--- src/sv/schs_pkg.sv ---
// ----------------------------------------------------------------------------
// schs_pkg
// Types and constants shared by the spatial chunk hash store modules.
// ----------------------------------------------------------------------------
package schs_pkg;
   localparam int CoordBits = 32;
   localparam logic [31:0] HashSeed = 32'd17;
   localparam logic [31:0] HashMul = 32'd31;
   localparam logic [31:0] HashMask = 32'h7FFF_FFFF;

   localparam logic [1:0] STATUS_OK = 2'd0;
   localparam logic [1:0] STATUS_MISS = 2'd1;
   localparam logic [1:0] STATUS_CHUNK_FULL = 2'd2;
   localparam logic [1:0] STATUS_BLOCK_FULL = 2'd3;

   localparam logic REQ_STORE = 1'b0;
   localparam logic REQ_LOOKUP = 1'b1;

   // status sits in the lowest bits
   typedef struct packed {
      logic new_block;
      logic new_chunk;
      logic [3:0] entity_slot;
      logic [11:0] block_index;
      logic [9:0] chunk_index;
      logic found;
      logic [1:0] status;
   } rsp_type;
endpackage

--- src/sv/schs_hash.sv ---
// ----------------------------------------------------------------------------
// schs_hash
// Bucket hash of a chunk coordinate: one multiply-add per cycle, then modulo.
// ----------------------------------------------------------------------------
module schs_hash import schs_pkg::*; #(
   parameter int HASH_SLOTS = 4096
) (
   input  logic clock,
   input  logic reset,
   input  logic start,
   input  logic [31:0] x,
   input  logic [31:0] y,
   input  logic [31:0] z,
   output logic done,
   output logic [$clog2(HASH_SLOTS)-1:0] slot
);
   localparam int SlotBits = $clog2(HASH_SLOTS);
   localparam int SlotsPow2 = ((1 << SlotBits) == HASH_SLOTS) ? 1 : 0;
   localparam int QShift = 31 + SlotBits;
   // reciprocal of the slot count, exact for any 31-bit hash
   localparam logic [63:0] Recip = ((64'd1 << QShift) / 64'(HASH_SLOTS)) + 64'd1;

   logic [31:0] h_ff, h_in;
   logic [2:0] step_ff, step_in;
   logic [31:0] rem_ff, rem_in;
   logic [31:0] term;
   logic [63:0] prod;

   always_comb begin
      case (step_ff)
         3'd1: term = x;
         3'd2: term = y;
         default: term = z;
      endcase
      prod = {33'd0, h_ff[30:0]} * {32'd0, Recip[31:0]};
   end

   always_comb begin
      h_in = h_ff;
      step_in = step_ff;
      rem_in = rem_ff;
      done = 1'b0;
      if (start) begin
         h_in = HashSeed;
         step_in = 3'd1;
      end else if (step_ff >= 3'd1 && step_ff <= 3'd3) begin
         h_in = h_ff * HashMul + term;
         step_in = step_ff + 3'd1;
         if (step_ff == 3'd3) begin
            h_in = (h_ff * HashMul + term) & HashMask;
            rem_in = '0;
            if (SlotsPow2 == 1) step_in = 3'd5;
         end
      end else if (step_ff == 3'd4) begin
         // quotient by reciprocal multiply
         rem_in = 32'(prod >> QShift);
         step_in = 3'd5;
      end else if (step_ff == 3'd5) begin
         if (SlotsPow2 == 1) rem_in = h_ff & 32'(HASH_SLOTS - 1);
         else rem_in = h_ff - rem_ff * 32'(HASH_SLOTS);
         step_in = 3'd6;
      end else if (step_ff == 3'd6) begin
         done = 1'b1;
         step_in = 3'd0;
      end
   end

   assign slot = rem_ff[SlotBits-1:0];

   always_ff @(posedge clock) begin
      if (reset) step_ff <= '0;
      else step_ff <= step_in;
      h_ff <= h_in;
      rem_ff <= rem_in;
   end
endmodule

--- config.mk ---
export PLATFORM = sky130hd
export DESIGN_NAME = schs_hash
export DESIGN_NICKNAME = d
export VERILOG_FILES = /design/src/sv/schs_pkg.sv /design/src/sv/schs_hash.sv
export SDC_FILE = /design/constraint.sdc
export NUM_CORES = 1
export LEC_CHECK = 0
export ABC_AREA = 1
export BUFFER_PORTS_ARGS = -buffer_cell sky130_fd_sc_hd__buf_2
export CAP_MARGIN = 15
export CORE_MARGIN = 3
export CORE_UTILIZATION = 45
export CTS_BUF_LIST = sky130_fd_sc_hd__clkbuf_8
export DETAILED_ROUTE_END_ITERATION = 7
export PLACE_DENSITY = 0.73
export SYNTH_ARGS = -nofsm -noshare
export SYNTH_HDL_FRONTEND = slang
export SYNTH_SLANG_ARGS = --single-unit
--- constraint.sdc ---
create_clock -name clock -period 4.7 [get_ports clock]
set_input_delay 0.94 -clock clock [delete_from_list [all_inputs] [get_ports clock]]
set_output_delay 0.94 -clock clock [all_outputs]
set_load 0.03 [all_outputs]
-- After elaboration in Yosys (flattened, before gate mapping)
Index checks and enable logic that the tools add are counted.
- shift-type cells: 0
- mux-type cells: 17
- reduce and logical (&&, ||, !) cells: 6
- divide/modulo/power cells: 0
- order comparisons: 2
- $add $sub $neg: 2
- multiply operators: 2
- bitwise operators: 1
- equality and inequality tests: 7
- operators by type and width (kind ; number):
    $pmux 32 s2 ; 1
    $mul 31x32->55 const B ; 1
    $mux 12 ; 4
    $add 32x32->32 ; 1
    $mul 32x5->32 const B ; 1
    $mux 32 ; 1
    $mux 3 ; 5
    $eq 3x3->1 const B ; 3
    $eq 3x2->1 const B ; 2
    $mux 1 ; 6
    $reduce_bool 5->1 ; 1
    $reduce_bool 4->1 ; 1
    $add 3x1->3 const B ; 1
    $eq 3x1->1 const B ; 1
    $ge 3x1->1 const B ; 1
    $le 3x2->1 const B ; 1
    $reduce_and 3->1 ; 1
    $reduce_bool 3->1 ; 1
    $ne 2x1->1 const B ; 1
    $reduce_or 2->1 ; 1
    $logic_and 1x1->1 ; 1
    $not 1->1 ; 1
- memories kept: 0
- latch bits: 0
- bits in registers: 47
- memory bits (read-only): 0
- RAM bits: 0

-- Logic depth before layout (Yosys ltp)
Gate-level depths: netlist (run 1).
- depth after elaboration: 6
- gate-level depth with buffers: 26
- mapped depth without buffers: 25

-- Worst setup path after synthesis (run 1)
No wires, ideal clock.
- kind: flip-flop to flip-flop
- start: register step_ff[0]
- end: register h_ff[11]
- arrival: 4.143 ns
- stages on the path, launching flop included: 24
- required time: 4.591 ns
- clock period less this slack: 4.251 ns
- path slack: 0.449 ns
- library setup time: 0.109 ns
- cells stage by stage: dfxtp_1 > inv_1 > ha_1 > inv_1 > nor2_4 > nor2_4 > buf_1 > a21oi_1 > fa_1 > inv_1 > fa_1 > inv_1 > fa_1 > inv_1 > ha_1 > nand2_1 > nand3_1 > nand2_1 > nand2_2 > a21oi_1 > or2_1 > nand3_1 > nand2_1 > inv_1
- cells in the longest elaborated chain, start to end: 4
- elaborated cells between the ends (all ways): 8
- classes of those cells: add/sub (1); order compare (2); eq/ne (2); mux (2); reduce/logical (1)
- RTL lines (element ; RTL line ; source):
    start: declaration ; schs_hash.sv:24 ; logic [2:0] step_ff, step_in;
    start signal: assignment ; schs_hash.sv:72 ; else step_ff <= step_in;
    $eq 3x2->1 or $eq 3x1->1 (tied branches) ; schs_hash.sv:30 ; case (step_ff)
    $pmux 32 s2 ; schs_hash.sv:30 ;
    $add 32x32->32 ; schs_hash.sv:50 ; h_in = (h_ff * HashMul + term) & HashMask;
    $mux 32 ; schs_hash.sv:49 ; if (step_ff == 3'd3) begin
    end signal: assignment ; schs_hash.sv:73 ; h_ff <= h_in;
    end: declaration ; schs_hash.sv:23 ; logic [31:0] h_ff, h_in;
Several ways; a longest one is shown, not always the timed one.
A chain may end at the register's enable or synchronous reset.

-- Final worst setup path (run 1)
- start: register step_ff[0]
- end: register h_ff[16]
The elaborated chain is that of the path after synthesis.

==> run metrics, run 1 <==
Max-Cap Viols=0; HPWL after DPL=11.76 mm; Synth Cell Area=5771 µm²; Startpoint Class=register; top cells by instance count after synthesis=inv_1, nand2_1, fa_1; Chip Height=119.2 µm; grt ovf=0; post-synthesis cell count=774; hold_buf cts=0; num ports=112; clk_lat worst skew=0.30 ns; ant diodes=0; CTS Buf Count=5; Final TNS setup=0 ns; Rows=40; ys async rst share=0%; CP Max Fanout=6; Min Clock Period, post-route=4.506 ns; Distinct cells, synth=40; Relative slew margins=52.22%; Detail Route Antenna Nets=0; Setup crit end kind=register; Synth area leader=fa_1; Die W=119.2 µm; fin nets=1,093; Post-synth EDFFs=12; initial core utilization=47.06%; Critical Path RT=4.91 ns; first-pass GRT wire length=23.65 mm; share of the synthesized area in the top cell type=28.10%; drt initial violations=312; CTS root buf=clkbuf_8; fmax=0.2219 GHz; Port-buffer cells=87; # fillers=1,216; # setup viols final=0; final hold vios=0; DR vias=5,140; vias in the first global route=5,106; Seq/Total Area, Yosys=15.61%; GRT Util Overall=20.47%; top-count cell post-synth=inv_1; largest net degree at the start of global routing=49; Synth-to-Final Area Change=19.77%; Ys Warns=0; Vias/cell=4.900; drt wl/cell=13.78 µm; status=finished, final reports clean; die area=14,220 µm²; Setup Skew=0.005894 ns; critical path type=register to register; share of layout cells above drive strength 1=21.68%; initial antenna violation count=0; drt drc=0; syn_area_per_cell=7.455 µm²; area of the core=12,260 µm²; CTS sink cnt=39; GP Congestion=0.8833; fin. max-slew vios=0; htree depth=2; maximum clock path buffer count=2; Storage cell area=900.9 µm²; TritonCTS clock tree=built; Slew @ Worst Pin=0.7159 ns; crit path DAT=4.72 ns; syn nets=987; TritonRoute pass-1 iters=4; crit share post-route=95.88%; prevailing post-synth register cell=dfxtp_1; Area contributors post-synth=fa_1, inv_1, nand2_1, dfxtp_1, ha_1; #FFs+latches synth=39; clock slew at reported path FFs=0.08 ns; Routed WL=14.46 mm; multi-input logic area=4199 µm²; Min-Delay Path Class=register to register
-- metal layers --
layer	share of wire [%]	GRT usage [%]	wire [µm]	up-vias
met3	6.1	2.374	879	20
met4	1.5	4.490	214	0
met1	45	27.76	6483	2374
met2	48	35.18	6882	146
met5	0	0	0	-
li1	-	-	-	2600
-- layout by cell type, fill, tap and decap left out, types with 2 or more instances in the layout --
master    Yosys  routed
a211oi_1      3       3
a21o_1        2       2
a21oi_1      58      52
a21oi_2       1       7
a22o_1       18      18
buf_12        0       4
buf_2         3      87
buf_4         1      22
clkbuf_8      0       5
dfxtp_1      27      27
edfxtp_1     12      12
fa_1         81      81
ha_1         33      23
ha_2          0       4
ha_4          0       6
inv_1       186     186
inv_2        18      17
nand2_1     172     164
nand2_2       4      12
nand3_1      47      44
nand3_2       0       3
nand4_1       8       8
nor2_1       29      24
nor2_2        0       3
nor2_4        3       6
nor3_2        0       2
o211ai_1      6       6
o21a_1        2       2
o21ai_0       9       8
o21ai_1      10      11
o21ai_2       2       2
o21bai_1      6       6
or2_2         2       2
xnor2_1       4       4
xor2_1        3       3
-- path summary, 6_finish.rpt --
path / cells past startpoint / startpoint / slack [ns] / end
max reg2reg: 26 / step_ff[0]$_SDFFE_PP0P_ / 0.19 / h_ff[16]$_SDFFE_PP0P_
max: 26 / step_ff[0]$_SDFFE_PP0P_ / 0.19 / h_ff[16]$_SDFFE_PP0P_
min reg2reg: 2 / h_ff[23]$_SDFFE_PP0P_ / 0.57 / h_ff[23]$_SDFFE_PP0P_
min: 2 / h_ff[23]$_SDFFE_PP0P_ / 0.57 / h_ff[23]$_SDFFE_PP0P_
-- cells by family (layout without fill, tap and decap cells) --
logic type,Yosys count,in the layout,share of synthesized area [%]
xor gates and xnor gates,7,7,1.062
AOI/OAI and AO/OA,120,120,12.84
adders and majority gates,114,114,35.26
DFF,39,39,15.61
and+or+nand+nor,273,274,20.34
buffers and inverters,221,327,14.90
-- through the flow --
stage,cell area [µm²],util (%),hold slack (ns),instances,setup WS [ns]
after floorplan,5771,-,0.4847,774,0.4487
after global placement,6533,53.28,0.5420,1035,0.2057
after detailed placement,6533,53.28,0.5523,1035,0.1281
after CTS,6645,54.19,0.5716,1043,0.1082
after global routing,6912,56.37,0.5917,1049,-0.05646
final,6912,56.37,0.5702,1049,0.1937
-- what timing repair did --
| action | 4_1_cts | 5_1_grt |
|---|---|---|
| hold endpoints to repair | 0 | 0 |
| setup endpoints to repair | 0 | 14 |
| resized for setup | 0 | 42 |
| setup buffers | 0 | 4 |
-- worst max-delay path: stages, from the launching register on --
cell	delay, ns
dfxtp_1	0.33
buf_4	0.15
ha_1	0.23
inv_4	0.09
nor2_8	0.05
buf_12	0.16
nor2_4	0.15
buf_8	0.15
a21oi_1	0.09
buf_4	0.15
fa_1	0.47
inv_1	0.05
fa_1	0.47
inv_1	0.06
fa_1	0.55
inv_1	0.07
ha_4	0.25
nand3_1	0.09
nand3_2	0.11
nand2_1	0.09
nand3_1	0.13
nand4_1	0.17
nand2_1	0.07
nand2_1	0.06
nand3_1	0.10
nand2_1	0.09
inv_1	0.04
-- state kept, by name, indices dropped and copies added (netlist names) --
| register | flops |
|---|---|
| rem_ff | 12 |
| step_ff | 3 |
| h_ff | 24 |
-- final cells by class --
type	count	share of cell area [%]
Clock buffer	5	0.9957
Clock inverter	3	0.6336
Inverter	204	11.12
Multi-Input combinational cell	515	60.75
Sequential cell	39	13.03
Tap cell	168	3.041
Timing Repair Buffer	115	10.43
Power of run 1 is left out: the tool's default activity adds up to more than one toggle a clock period on the data nets, which glitch-free logic cannot reach.
==> inputs of run 2 (changes only) <==
PLACE_DENSITY = 0.76   (was 0.73)
clock period = 4.1 ns   (was 4.7 ns; I/O delays follow)
==> run metrics, run 2 (same netlist as run 1, synthesis figures left out) <==
grt ovf=0; vias in the first global route=5,588; # setup viols final=12; HPWL after DPL=12.26 mm; crit path DAT=4.46 ns; Startpoint Class=register; fin nets=1,148; GP Congestion=0.9244; ant diodes=0; Relative slew margins=44.62%; GRT Util Overall=23.10%; Chip Height=119.2 µm; Vias/cell=5.139; CP dominant cell by count=inv_1; Setup crit end kind=register; CP Max Fanout=6; largest net degree at the start of global routing=49; clock slew at reported path FFs=0.09 ns; Slew @ Worst Pin=0.8298 ns; final hold vios=0; Synth-to-Final Area Change=40.83%; slowest library cell on the worst path=fa_1; Min Clock Period, post-route=4.251 ns; clk_lat worst skew=0.31 ns; unrepaired setup endpoints after global routing=true; hold_buf cts=0; Max-Cap Viols=0; die area=14,220 µm²; Setup Skew=0.01820 ns; first-pass GRT wire length=26.60 mm; Critical Path RT=4.31 ns; WP buf/inv=8; Detail Route Antenna Nets=0; Rows=40; maximum clock path buffer count=2; DR vias=5,673; Port-buffer cells=87; fin. max-slew vios=0; drt drc=0; max reg flops=24; fmax=0.2352 GHz; initial core utilization=47.06%; worst setup slack after layout=-0.1514 ns; crit share post-route=103.7%; CTS sink cnt=39; CTS Buf Count=5; critical path type=register to register; Most flops, register=h_ff; CP cell instances=buf_6, ha_4, inv_4, nor2_8, nor2_4, buf_12, buf_12, a21oi_2, fa_1, inv_1, fa_1, inv_1, fa_1, inv_1, ha_4, a21oi_2, o21a_1, nor2_1, nor2_1, nand2_1, nand2_1, nand3_2, nand2_1, inv_1; CP delay by family, top=adder cells; Routed WL=17.19 mm; most common cell after layout, fill and taps aside=inv_1; share of layout cells above drive strength 1=39.74%; drt wl/cell=15.57 µm; htree depth=2; drt initial violations=425; num ports=112; CTS root buf=clkbuf_8; top flop regs=h_ff (24), rem_ff (12), step_ff (3); TritonRoute pass-1 iters=5; leading cell types in the layout, fill and taps excluded=inv_1, nand2_1, buf_2; area of the core=12,260 µm²; initial antenna violation count=0; Die W=119.2 µm; failing checks=setup timing; WHS=0.5489 ns; TritonCTS clock tree=built; Min-Delay Path Class=register to register; status=finished, violations left; slowest stage delay, CP=0.49 ns
[run 2: cell types whose count changed in the layout (fill, tap and decap cells not counted), sizes merged]
cell    before  now
buf        114  170
bufbuf       0    1
clkbuf       6    5
nor2        34   33
[run 2: layer usage]
layer | up-vias | wire length, µm | track usage [%]
met2 | 235 | 8373 | 39.53
li1 | 2709 | - | -
met1 | 2674 | 6984 | 30.99
met5 | - | 0 | 0
met4 | 0 | 580 | 5.286
met3 | 55 | 1250 | 3.371
[run 2: path summary, 6_finish.rpt]
path | startpoint | endpoint | slack, ns | depth (start not counted)
worst min-delay path | h_ff[1]$_SDFFE_PP0P_ | h_ff[1]$_SDFFE_PP0P_ | 0.55 | 2
worst max-delay path | step_ff[0]$_SDFFE_PP0P_ | h_ff[16]$_SDFFE_PP0P_ | -0.15 | 24
worst max register to register | step_ff[0]$_SDFFE_PP0P_ | h_ff[16]$_SDFFE_PP0P_ | -0.15 | 24
worst min register to register | h_ff[1]$_SDFFE_PP0P_ | h_ff[1]$_SDFFE_PP0P_ | 0.55 | 2
[run 2: area by class of cell]
| type | instances | area [µm²] |
|---|---|---|
| Inverter | 204 | 783.3 |
| Multi-Input combinational cell | 514 | 4900 |
| Timing Repair Buffer | 171 | 1215 |
| Clock inverter | 3 | 43.79 |
| Tap cell | 168 | 210.2 |
| Sequential cell | 39 | 905.9 |
| Fill cell | 942 | 4135 |
| Clock buffer | 5 | 68.82 |
[run 2: through the flow]
| step | std cells | setup WS, ns | cell area, µm² | setup TNS [ns] | util [%] |
|---|---|---|---|---|---|
| floorplan | 774 | 0.0006506 | 5781 | 0 | - |
| global placement | 1077 | -0.2031 | 6860 | -2.407 | 55.95 |
| detailed placement | 1077 | -0.2426 | 6860 | -3.161 | 55.95 |
| CTS | 1100 | -0.02359 | 7791 | -0.09006 | 63.54 |
| global route | 1104 | -0.3319 | 8127 | -3.507 | 66.28 |
| finish | 1104 | -0.1514 | 8127 | -0.9147 | 66.28 |
[run 2: tightest hold or removal path: cells and delay by family (launching register included)]
| family | cells | cell delay, ns |
|---|---|---|
| compound gates | 1 | 0.08 |
| buf+inv | 1 | 0.11 |
| flops | 1 | 0.32 |
[run 2: what timing repair did]
item                                    4_1_cts  5_1_grt
pin swaps                                    78       71
gates cloned                                  3        0
setup buffers                                15        5
gates resized for setup                     138       97
endpoints found under the setup margin       17       18
Power of run 2 is left out for the same reason.
==> inputs of run 3 (changes only) <==
CORE_ASPECT_RATIO = 0.7   (was not set)
GPL_ROUTABILITY_DRIVEN = 0   (was not set)
==> run metrics, run 3 (same netlist as run 1, synthesis figures left out) <==
status=finished, violations left; failing checks=setup timing; hold_buf cts=0; Synth-to-Final Area Change=41.20%; Slew @ Worst Pin=0.8116 ns; Startpoint Class=register; WP buf/inv=11; slowest library cell on the worst path=fa_1; ant diodes=0; CP dominant cell by count=buf_12; clock slew at reported path FFs=0.08 ns; unrepaired setup endpoints after global routing=true; top flop regs=h_ff (24), rem_ff (12), step_ff (3); TritonCTS clock tree=built; maximum clock path buffer count=2; Port-buffer cells=87; Min Clock Period, post-route=4.322 ns; M2 GR Usage=39.55%; num ports=112; worst setup slack after layout=-0.2225 ns; CTS sink cnt=39; DR vias=5,694; GRT Util Overall=24.68%; CTS root buf=clkbuf_8; grt ovf=0; Max-Cap Viols=0; Die W=141.4 µm; slowest stage delay, CP=0.54 ns; Relative slew margins=45.84%; GR Util met1=35.02%; Most flops, register=h_ff; met3 GRT Util=4.789%; final hold vios=0; first-pass GRT wire length=27.86 mm; share of layout cells above drive strength 1=41.48%; # setup viols final=17; TritonRoute pass-1 iters=5; crit share post-route=105.4%; CP delay by family, top=adder cells; crit path DAT=4.53 ns; critical path type=register to register; CP Max Fanout=8; fmax=0.2314 GHz; clk_lat worst skew=0.30 ns; initial antenna violation count=0; die area=14,240 µm²; CTS Buf Count=5; Detail Route Antenna Nets=0; Vias/cell=5.167; largest net degree at the start of global routing=49; Setup crit end kind=register; most common cell after layout, fill and taps aside=inv_1; busiest grt layer=met2; Chip Height=100.7 µm; drt initial violations=459; drt wl/cell=15.61 µm; vias in the first global route=5,725; htree depth=2; Routed WL=17.20 mm; Setup Skew=0.002263 ns; area of the core=12,100 µm²; fin nets=1,157; max reg flops=24; leading cell types in the layout, fill and taps excluded=inv_1, nand2_1, buf_2; drt drc=0; Min-Delay Path Class=register to register; Final Core Density=67.35%; Critical Path RT=4.31 ns; HPWL after DPL=12.67 mm; initial core utilization=47.70%; Rows=33; fin. max-slew vios=0
run 3: cell count changes in the layout (fill, tap and decap cells not counted), moves of 3 or more:
cell / previous run / this run
nand3_2: 13 / 8
nand3_4: 3 / 7
inv_2: 37 / 47
nand2_2: 31 / 28
nor2_4: 10 / 13
buf_4: 68 / 81
buf_6: 7 / 3
a21oi_2: 24 / 27
inv_1: 161 / 153
run 3: cell type report:
| class | instances | area [µm²] |
|---|---|---|
| fillers | 938 | 3950 |
| flip-flops and latches | 39 | 904.6 |
| clock inverters | 3 | 16.27 |
| inverters | 204 | 778.2 |
| repair buffers | 179 | 1245 |
| well taps | 157 | 196.4 |
| multi-input cells | 515 | 4938 |
| clock buffers | 5 | 68.82 |
run 3: layer usage:
| layer | part of all wire [%] | wire length [µm] |
|---|---|---|
| met3 | 6.9 | 1179 |
| met4 | 1.6 | 282 |
| met2 | 47 | 8006 |
| met1 | 45 | 7730 |
| met5 | 0 | 0 |
run 3: timing repair:
| action | in CTS | in global routing |
|---|---|---|
| setup buffers | 23 | 5 |
| setup endpoints to repair | 20 | 19 |
| pin swaps | 97 | 69 |
| gates resized for setup | 185 | 50 |
| cloned | 2 | 0 |
run 3: through the flow:
| stage | TNS (ns) | setup WS [ns] | area [µm²] | instances | hold WS, ns |
|---|---|---|---|---|---|
| 2_1_floorplan | 0 | 0.0006506 | 5781 | 774 | 0.4847 |
| 3_3_place_gp | -3.790 | -0.3553 | 6834 | 1066 | 0.5372 |
| 3_5_place_dp | -5.569 | -0.4263 | 6834 | 1066 | 0.5466 |
| 4_1_cts | -0.8919 | -0.1071 | 7938 | 1098 | 0.5581 |
| 5_1_grt | -5.742 | -0.4061 | 8148 | 1102 | 0.5910 |
| 6_report | -2.352 | -0.2225 | 8148 | 1102 | 0.5503 |
run 3: worst register-to-register path, stage by stage, from the launching register on:
cell      delay [ns]
dfxtp_2         0.34
buf_12          0.12
ha_4            0.16
inv_4           0.07
nor2_8          0.04
buf_12          0.14
nor2_4          0.16
buf_12          0.12
buf_12          0.13
a21oi_2         0.06
fa_1            0.49
inv_2           0.04
fa_1            0.47
inv_1           0.05
fa_1            0.54
inv_2           0.05
ha_4            0.25
nand3_4         0.10
nand3_4         0.12
buf_4           0.16
buf_4           0.12
nand3b_1        0.13
nand3_1         0.11
nand2_1         0.08
nand3_1         0.06
nand2_1         0.08
inv_1           0.03
run 3: worst paths after layout:
path | from | endpoint | cells after the start | slack (ns)
worst min-delay path | h_ff[1]$_SDFFE_PP0P_ | h_ff[1]$_SDFFE_PP0P_ | 2 | 0.55
worst max register to register | step_ff[0]$_SDFFE_PP0P_ | h_ff[22]$_SDFFE_PP0P_ | 26 | -0.22
worst max-delay path | step_ff[0]$_SDFFE_PP0P_ | h_ff[22]$_SDFFE_PP0P_ | 26 | -0.22
worst min register to register | h_ff[1]$_SDFFE_PP0P_ | h_ff[1]$_SDFFE_PP0P_ | 2 | 0.55
Power of run 3 is left out for the same reason.
